--- config.mk ---
export PLATFORM = sky130hd
export DESIGN_NAME = rv64_integer_alu_and_branch_unit_top
export DESIGN_NICKNAME = d
export VERILOG_FILES = /design/src/rtl/rv64alu_pkg.sv /design/src/rtl/rv64alu_exec.sv /design/src/rtl/rv64alu_branch.sv /design/src/rtl/rv64_integer_alu_and_branch_unit_top.sv
export SDC_FILE = /design/constraint.sdc
export NUM_CORES = 2
export LEC_CHECK = 0
export BUFFER_PORTS_ARGS = -buffer_cell sky130_fd_sc_hd__buf_2
export CAP_MARGIN = 5
export CORE_MARGIN = 2
export CORE_UTILIZATION = 31
export DETAILED_ROUTE_END_ITERATION = 12
export SYNTH_ARGS = -nofsm -noshare
export SYNTH_HDL_FRONTEND = slang
export SYNTH_SLANG_ARGS = --single-unit
--- constraint.sdc ---
create_clock -name aclk -period 10.7 [get_ports aclk]
set_input_delay 2.14 -clock aclk [delete_from_list [all_inputs] [get_ports aclk]]
set_output_delay 2.14 -clock aclk [all_outputs]
set_load 0.02 [all_outputs]
--- src/rtl/rv64alu_pkg.sv ---
// Shared types and opcode/funct3 codes for the RV64I ALU and branch unit.
package rv64alu_pkg;

    localparam int unsigned XLEN = 64;

    // Major opcodes
    localparam logic [6:0] OPC_OP     = 7'h33;
    localparam logic [6:0] OPC_OP_IMM = 7'h13;
    localparam logic [6:0] OPC_LUI    = 7'h37;
    localparam logic [6:0] OPC_AUIPC  = 7'h17;
    localparam logic [6:0] OPC_JAL    = 7'h6F;
    localparam logic [6:0] OPC_JALR   = 7'h67;
    localparam logic [6:0] OPC_BRANCH = 7'h63;

    // ALU funct3 codes
    localparam logic [2:0] F3_ADD  = 3'd0;
    localparam logic [2:0] F3_SLL  = 3'd1;
    localparam logic [2:0] F3_SLT  = 3'd2;
    localparam logic [2:0] F3_SLTU = 3'd3;
    localparam logic [2:0] F3_XOR  = 3'd4;
    localparam logic [2:0] F3_SR   = 3'd5;
    localparam logic [2:0] F3_OR   = 3'd6;
    localparam logic [2:0] F3_AND  = 3'd7;

    // Branch funct3 codes
    localparam logic [2:0] F3_BEQ  = 3'd0;
    localparam logic [2:0] F3_BNE  = 3'd1;
    localparam logic [2:0] F3_BLT  = 3'd4;
    localparam logic [2:0] F3_BGE  = 3'd5;
    localparam logic [2:0] F3_BLTU = 3'd6;
    localparam logic [2:0] F3_BGEU = 3'd7;

    // funct7 bit that selects SUB / SRA, immediate bit that selects SRAI
    localparam int unsigned F7_ALT_BIT  = 5;
    localparam int unsigned IMM_SRA_BIT = 10;

    localparam logic [XLEN-1:0] INSTR_BYTES = 64'd4;

    // One issued instruction
    typedef struct packed {
        logic [6:0]      kind;
        logic [2:0]      func_low;
        logic [6:0]      func_high;
        logic [XLEN-1:0] source_a;
        logic [XLEN-1:0] source_b;
        logic [XLEN-1:0] immediate;
        logic [XLEN-1:0] instr_pc;
        logic [4:0]      dest_in;
    } req_t;

    // Control-flow outcome
    typedef struct packed {
        logic            taken;
        logic [XLEN-1:0] target_pc;
    } flow_t;

    // One result
    typedef struct packed {
        logic [XLEN-1:0] result_value;
        logic            taken;
        logic [XLEN-1:0] target_pc;
        logic [4:0]      dest_out;
    } res_t;

endpackage

--- src/rtl/rv64alu_exec.sv ---
// Register-result datapath: LUI, AUIPC, OP, OP-IMM and link value of jumps.
module rv64alu_exec (
    input  rv64alu_pkg::req_t         req,
    output logic [rv64alu_pkg::XLEN-1:0] value
);
    import rv64alu_pkg::*;

    logic            is_imm;
    logic            alt;
    logic [XLEN-1:0] op2;
    logic [5:0]      shamt;
    logic [XLEN-1:0] alu_out;

    // Operand select and alternate-op decode
    assign is_imm = (req.kind == OPC_OP_IMM);
    assign op2    = is_imm ? req.immediate : req.source_b;
    assign shamt  = op2[5:0];
    assign alt    = is_imm ? req.immediate[IMM_SRA_BIT] : req.func_high[F7_ALT_BIT];

    // ALU
    always_comb begin
        case (req.func_low)
            F3_ADD:  alu_out = (!is_imm && alt) ? req.source_a - op2 : req.source_a + op2;
            F3_SLL:  alu_out = req.source_a << shamt;
            F3_SLT:  alu_out = {{(XLEN-1){1'b0}},
                                ($signed(req.source_a) < $signed(op2))};
            F3_SLTU: alu_out = {{(XLEN-1){1'b0}}, (req.source_a < op2)};
            F3_XOR:  alu_out = req.source_a ^ op2;
            F3_SR:   alu_out = alt ? XLEN'($signed(req.source_a) >>> shamt)
                                   : req.source_a >> shamt;
            F3_OR:   alu_out = req.source_a | op2;
            default: alu_out = req.source_a & op2;
        endcase
    end

    // Result select by major opcode
    always_comb begin
        unique case (req.kind) inside
            OPC_LUI:             value = req.immediate;
            OPC_AUIPC:           value = req.instr_pc + req.immediate;
            OPC_OP, OPC_OP_IMM:  value = alu_out;
            OPC_JAL, OPC_JALR:   value = req.instr_pc + INSTR_BYTES;
            default:             value = '0;
        endcase
    end

endmodule

--- src/rtl/rv64alu_branch.sv ---
// Jump and branch resolution: taken flag and next pc.
module rv64alu_branch (
    input  rv64alu_pkg::req_t  req,
    output rv64alu_pkg::flow_t flow
);
    import rv64alu_pkg::*;

    logic            cond;
    logic            lt_s;
    logic            lt_u;
    logic            eq;
    logic [XLEN-1:0] link;
    logic [XLEN-1:0] pc_rel;
    logic [XLEN-1:0] reg_rel;

    assign eq      = (req.source_a == req.source_b);
    assign lt_s    = ($signed(req.source_a) < $signed(req.source_b));
    assign lt_u    = (req.source_a < req.source_b);
    assign link    = req.instr_pc + INSTR_BYTES;
    assign pc_rel  = req.instr_pc + req.immediate;
    assign reg_rel = req.source_a + req.immediate;

    // Branch condition
    always_comb begin
        unique case (req.func_low)
            F3_BEQ:  cond = eq;
            F3_BNE:  cond = !eq;
            F3_BLT:  cond = lt_s;
            F3_BGE:  cond = !lt_s;
            F3_BLTU: cond = lt_u;
            F3_BGEU: cond = !lt_u;
            default: cond = 1'b0;
        endcase
    end

    // Next pc
    always_comb begin
        flow.taken     = 1'b0;
        flow.target_pc = link;
        unique case (req.kind)
            OPC_JAL: begin
                flow.taken     = 1'b1;
                flow.target_pc = pc_rel;
            end
            OPC_JALR: begin
                flow.taken     = 1'b1;
                flow.target_pc = {reg_rel[XLEN-1:1], 1'b0};
            end
            OPC_BRANCH: begin
                flow.taken     = cond;
                flow.target_pc = cond ? pc_rel : link;
            end
            default: begin
                flow.taken     = 1'b0;
                flow.target_pc = link;
            end
        endcase
    end

endmodule

--- src/rtl/rv64_integer_alu_and_branch_unit_top.sv ---
// RV64I integer ALU and branch unit, two-stage pipeline: one instruction request per clock
// unless m_tready stalls. A request is taken into an input register, resolved by one level
// of adders, a comparator and a 64-bit barrel shifter, and lands in the result register,
// which drives m_tvalid; the unit accepts a new request every cycle as long as the result
// side keeps taking results. A stall on m_tready backs up through the two registers;
// s_tready drops only when both hold a request. Unknown opcodes (loads, stores, W forms)
// return zero, not taken, pc+4.
module rv64_integer_alu_and_branch_unit_top (
    input  logic         aclk,
    input  logic         aresetn,
    // request channel
    input  logic         s_tvalid,
    output logic         s_tready,
    // func_low[2:0], func_high[9:3], source_a[73:10], source_b[137:74],
    // immediate[201:138], instr_pc[265:202], dest_in[270:266], zero[271]
    input  logic [271:0] s_tdata,
    // kind[6:0]
    input  logic [6:0]   s_tuser,
    // result channel
    output logic         m_tvalid,
    input  logic         m_tready,
    // result_value[63:0], taken[64], target_pc[128:65], dest_out[133:129],
    // zero[135:134]
    output logic [135:0] m_tdata
);
    import rv64alu_pkg::*;

    logic  s1_valid_reg;
    logic  s1_valid_next;
    req_t  s1_req_reg;
    logic  m_valid_reg;
    logic  m_valid_next;
    res_t  m_res_reg;
    res_t  res_next;
    logic  out_adv;
    logic  in_take;
    flow_t flow;
    logic [XLEN-1:0] value;

    // Pipeline flow control
    assign out_adv  = !m_valid_reg || m_tready;
    assign s_tready = !s1_valid_reg || out_adv;
    assign in_take  = s_tvalid && s_tready;

    assign s1_valid_next = s_tready ? s_tvalid : s1_valid_reg;
    assign m_valid_next  = out_adv ? s1_valid_reg : m_valid_reg;

    // Datapath
    rv64alu_exec u_exec (
        .req   (s1_req_reg),
        .value (value)
    );

    rv64alu_branch u_branch (
        .req  (s1_req_reg),
        .flow (flow)
    );

    assign res_next.result_value = value;
    assign res_next.taken        = flow.taken;
    assign res_next.target_pc    = flow.target_pc;
    assign res_next.dest_out     = s1_req_reg.dest_in;

    // Valid bits
    always_ff @(posedge aclk) begin
        if (!aresetn) begin
            s1_valid_reg <= 1'b0;
            m_valid_reg  <= 1'b0;
        end else begin
            s1_valid_reg <= s1_valid_next;
            m_valid_reg  <= m_valid_next;
        end
    end

    // Input register
    always_ff @(posedge aclk) begin
        if (in_take) begin
            s1_req_reg.kind      <= s_tuser;
            s1_req_reg.func_low  <= s_tdata[2:0];
            s1_req_reg.func_high <= s_tdata[9:3];
            s1_req_reg.source_a  <= s_tdata[73:10];
            s1_req_reg.source_b  <= s_tdata[137:74];
            s1_req_reg.immediate <= s_tdata[201:138];
            s1_req_reg.instr_pc  <= s_tdata[265:202];
            s1_req_reg.dest_in   <= s_tdata[270:266];
        end
    end

    // Result register
    always_ff @(posedge aclk) begin
        if (out_adv && s1_valid_reg) begin
            m_res_reg <= res_next;
        end
    end

    assign m_tvalid = m_valid_reg;
    assign m_tdata  = {2'b00, m_res_reg.dest_out, m_res_reg.target_pc,
                       m_res_reg.taken, m_res_reg.result_value};

`ifndef NO_ASSERTIONS
    // A request in the input stage is never dropped while the result side stalls
    a_s1_hold: assert property (@(posedge aclk) disable iff (!aresetn)
        (s1_valid_reg && !out_adv) |=> s1_valid_reg)
        else $error("input stage lost a request during a stall");

    // A not-taken result always carries the fall-through pc
    a_fallthrough: assert property (@(posedge aclk) disable iff (!aresetn)
        (s1_valid_reg && out_adv && !res_next.taken)
            |=> (m_res_reg.target_pc == $past(s1_req_reg.instr_pc) + INSTR_BYTES))
        else $error("not-taken result without pc+4 target");

    // Conditional branches write no register value
    a_branch_zero: assert property (@(posedge aclk) disable iff (!aresetn)
        (s1_valid_reg && out_adv && (s1_req_reg.kind == OPC_BRANCH))
            |=> (m_res_reg.result_value == '0))
        else $error("branch produced a nonzero register value");
`endif

endmodule
## Word-level counts from Yosys, hierarchy flattened

Index checks and enable logic that the tools add are counted.

| operators by class | value |
|---|---|
| add/sub/neg operators | 5 |
| eq/ne operators | 15 |
| mux-type cells | 9 |
| bitwise gates (word level) | 3 |
| $lt $le $gt $ge | 4 |
| reduce and logical (&&, ||, !) cells | 14 |
| shift-type cells | 3 |

Operators with widths:

| kind | number |
|---|---|
| 64-bit one-hot mux with 7 select lines | 1 |
| 64-bit less-than comparator | 4 |
| 64-bit 2-to-1 mux | 4 |
| 64-bit one-hot mux with 4 select lines | 1 |
| 65-bit one-hot mux with 3 select lines | 1 |
| 64-bit adder | 3 |
| 64-bit by 3-bit adder with 64-bit output, second input constant | 1 |
| 64-bit bitwise AND | 1 |
| 64-bit equality test | 1 |
| 64-bit bitwise OR | 1 |
| 64-bit by 6-bit << shifter with 64-bit output | 1 |
| 64-bit by 6-bit >> shifter with 64-bit output | 1 |
| 64-bit by 6-bit >>> shifter with 64-bit output | 1 |
| 64-bit subtractor | 1 |
| 64-bit XOR | 1 |
| 7-bit equality test, second input constant | 3 |
| 7-bit by 5-bit equality test with 1-bit output, second input constant | 2 |
| 7-bit by 6-bit equality test with 1-bit output, second input constant | 2 |
| 3-bit equality test, second input constant | 4 |
| 3-bit by 2-bit equality test with 1-bit output, second input constant | 2 |
| 1-bit zero test | 6 |
| 1-bit one-hot mux with 6 select lines | 1 |
| 2-bit OR reduction | 2 |
| 3-bit by 1-bit equality test with 1-bit output, second input constant | 1 |
| other kinds (4) | 7 |

| storage, ports and cells | value |
|---|---|
| bits in registers | 413 |
| output and inout bits | 138 |
| logic and storage cells | 67 |

## Depth between registers and ports, before layout

| logic depth | value |
|---|---|
| word-level depth | 6 |
| depth in mapped cells | 23 |
| mapped depth without buffers | 18 |

## Cells and area by module

A second synthesis with hierarchy kept.

| second synthesis, totals | value |
|---|---|
| cell total of the unflattened synthesis | 6440 |
| area, all modules | 51490.6 um^2 |

Modules (own cells, without submodules):

| module | cells each | sequential area each (um^2) | times used | area an instance (um^2) |
|---|---|---|---|---|
| rv64alu_exec | 4337 | 0.0 | 1 | 27502.6 |
| rv64_integer_alu_and_branch_unit_top | 424 | 12411.9 | 1 | 12494.5 |
| rv64alu_branch | 1679 | 0.0 | 1 | 11493.5 |

## Least setup slack after synthesis

OpenSTA, ideal clock, no wires.

| timing path | value |
|---|---|
| kind | input to register |
| start | in m_tready |
| end | reg s1_req_reg, in the netlist res_next[0] (enable) |
| slack | 1.421 ns |
| required time | 10.032 ns |
| stages on the path | 3 |
| buffers on the path | 0 |
| arrival | 8.611 ns |
| cells stage by stage | nor2b_1 > nand2_1 > and2_1 |

| on the way | value |
|---|---|
| longest elaborated chain between the ends | 3 |

RTL lines:

| element | line | text |
|---|---|---|
| from (decl) | rv64_integer_alu_and_branch_unit_top.sv:21 | `input logic m_tready,` |
| 1-bit logical OR | rv64_integer_alu_and_branch_unit_top.sv:41 | `assign out_adv = !m_valid_reg \|\| m_tready;` |
| 1-bit logical OR | rv64_integer_alu_and_branch_unit_top.sv:42 | `assign s_tready = !s1_valid_reg \|\| out_adv;` |
| named net s_tready | rv64_integer_alu_and_branch_unit_top.sv:13 | `output logic s_tready,` |
| 1-bit logical AND | rv64_integer_alu_and_branch_unit_top.sv:43 | `assign in_take = s_tvalid && s_tready;` |
| named net in_take | rv64_integer_alu_and_branch_unit_top.sv:36 | `logic in_take;` |
| to (decl) | rv64_integer_alu_and_branch_unit_top.sv:30 | `req_t s1_req_reg;` |

The timed path passes the listed nets, and every way through them passes these cells.
A chain may end at the register's enable or synchronous reset.

==> impl_metrics.json <==
{
  "hold_viol_final": 0,
  "synth.most_common_cell": "a21oi_1",
  "synth_top_area_frac": 0.260,
  "status": "finished clean",
  "cellPowerDensity_nw_per_um2": 116,
  "setup_violations": 0,
  "cts_made_buffers": 47,
  "stdcell_count": 8169,
  "ys_seq_area_frac": 0.261,
  "clock.fmax_mhz": 133,
  "clk_pin_slew_ps": 70,
  "end_kind": "register",
  "drv_cap": 0,
  "grt_max_degree": 137,
  "cts.sinks": 408,
  "avgRoutedWirePerCell_um": 33.6,
  "synthCells": 5909,
  "num_rows": 142,
  "ant_nets": 0,
  "critPathKind": "reg -> reg",
  "hp-class": "reg -> reg",
  "die_h_um": 393,
  "syn_to_final_growth_pct": 12.4,
  "cts_tree": "done",
  "coreArea_um2": 150000,
  "synth_common_cells": "a21oi_1, o21ai_0, nand2_1",
  "first_iter_violations": 6347,
  "critPathLaunchType": "register",
  "layout.nets": 6774,
  "synth-edff-count": 406,
  "cts_setup_buffers": 0,
  "worst_pin_slew_ps": 1420,
  "cp.arrival_ps": 7880,
  "seqCellArea_um2": 12200,
  "max_slew_margin": 0.0330,
  "antenna_found_initial": 15,
  "gp_congestion": 1.00,
  "worst_ir_drop_vdd_mv": 0.119,
  "overflow": 0,
  "leakagePower_nw": 20.9,
  "synthTopCellsByArea": "edfxtp_1, ha_1, a21oi_1",
  "clockBufferDepth": 3,
  "vias": 50900,
  "cts_root_buf": "clkbuf_16",
  "io_pins": 421,
  "cts_htree_levels": 2,
  "grt_pass1_vias": 47900,
  "fin_setup_tns_ps": 0,
  "drt-vias-per-instance": 6.23,
  "drive_above_1_share": 0.126,
  "final-max-slew-violation-count": 0,
  "syn_area_um2": 46900,
  "synth_cell_types": 110,
  "grtUsageTotal": 0.341,
  "ys.flop_type": "edfxtp_1",
  "die_area_um2": 155000,
  "finalCritPeriodShare": 0.701,
  "syn_avg_cell_area_um2": 7.94,
  "crit_fanout": 110,
  "yosysWarnings": 0,
  "largest_reg_flops": 267,
  "rsz0062_at_grt": "false",
  "post-route-drc-count": 0,
  "cts_resized": 0,
  "fillers": 15900,
  "dpl.cell_count": 8081,
  "ys_seq_elements": 408,
  "crit_required_ps": 11080,
  "firstDrtPassIters": 8,
  "initial_core_util": 0.313,
  "insertion_delay_ps": 660,
  "fin_util": 0.351,
  "grt_pass1_wl_mm": 374,
  "drt-total-wl_mm": 275,
  "die_w_um": 393,
  "multi_input_comb_area_um2": 31800,
  "layout_min_cycle_time_ps": 7500,
  "holdBufCountCts": 0,
  "io_buffers": 411,
  "async_reset_ff_frac": 0,
  "skew_ps": 24.2,
  "dp_hpwl_mm": 220,
  "yosys.area.top_type": "edfxtp_1"
}
==> critical path: stages, from the launching register on <==
cell and delay [ps]:
edfxtp_1 750, nor3_4 600, a21oi_1 190, a21oi_4 710
clkinv_2 180, buf_12 270, ha_1 470, o211ai_1 130
o21ai_1 310, o31ai_1 220, a31oi_1 470, o2bb2ai_1 310
o41ai_2 700, a22oi_1 430, o41ai_2 690, nand4_1 200
a221oi_2 320, xnor2_1 160, o21ai_1 80
==> path summary, 6_finish.rpt <==
check	to	start	depth (start not counted)	slack (ps)
setup reg to reg	m_tdata[63]	s1_req_reg[273]	18	3200
hold reg to reg	m_tdata[133]	res_next[4]	0	420
hold / removal	m_tdata[133]	res_next[4]	0	420
setup / recovery	m_tdata[63]	s1_req_reg[273]	18	3200
==> layout make-up <==
class	instances	area share
repair buffers	568	0.0632
multi-input cells	4744	0.602
flip-flops and latches	408	0.232
clock buffers	58	0.0235
diodes	5	0.000237
inverters	345	0.0247
clock inverters	25	0.00643
well taps	2016	0.0478
==> report_power, final <==
group	internal, mW	switching, mW	total [mW]
combinational	0.755	1.70	2.46
sequential	1.87	0.108	1.97
clock	0.975	0.718	1.69
==> placed cells by master, fill, tap and decap left out, types with 75 or more instances in the layout <==
cell type,instances
a211oi_1,158
a21o_1,151
a21oi_1,540
a31oi_1,75
buf_2,411
buf_4,149
edfxtp_1,406
ha_1,374
inv_1,334
mux2i_1,201
nand2_1,495
nand2b_1,98
nand3_1,154
nand4_1,84
nor2_1,475
nor3_1,100
o211ai_1,95
o21ai_0,518
o21bai_1,78
xnor2_1,169
xor2_1,83
==> kinds of logic (layout without fill, tap and decap cells) <==
| group | Yosys count | in the layout | synth area share |
|---|---|---|---|
| fa+ha+maj | 377 | 377 | 0.101 |
| buf+inv | 758 | 996 | 0.0656 |
| xor+xnor | 252 | 252 | 0.0470 |
| simple gates | 1659 | 1659 | 0.165 |
| other cells | 1 | 7 | 0.0000799 |
| mux | 240 | 240 | 0.0532 |
| flops | 408 | 408 | 0.261 |
| compound gates | 2214 | 2214 | 0.307 |
==> through the flow <==
stage	cell area (um^2)	hold WS, ps	setup slack (ps)	total power, mW
floorplan	46900	400	1420	3.43
global placement	51200	403	3450	4.37
detailed placement	51200	405	3480	4.36
CTS	52700	418	3400	6.09
global route	52700	442	2970	6.34
finish	52800	417	3200	6.12
==> metal layers <==
metal / GRT usage / up-vias / share of wire
met2: 0.543 / 2901 / 0.45
met1: 0.433 / 24800 / 0.40
li1: - / 22600 / -
met3: 0.0536 / 624 / 0.078
met5: 0 / - / 0.00032
met4: 0.209 / 12 / 0.072
Power figures use the tool's default switching activity.
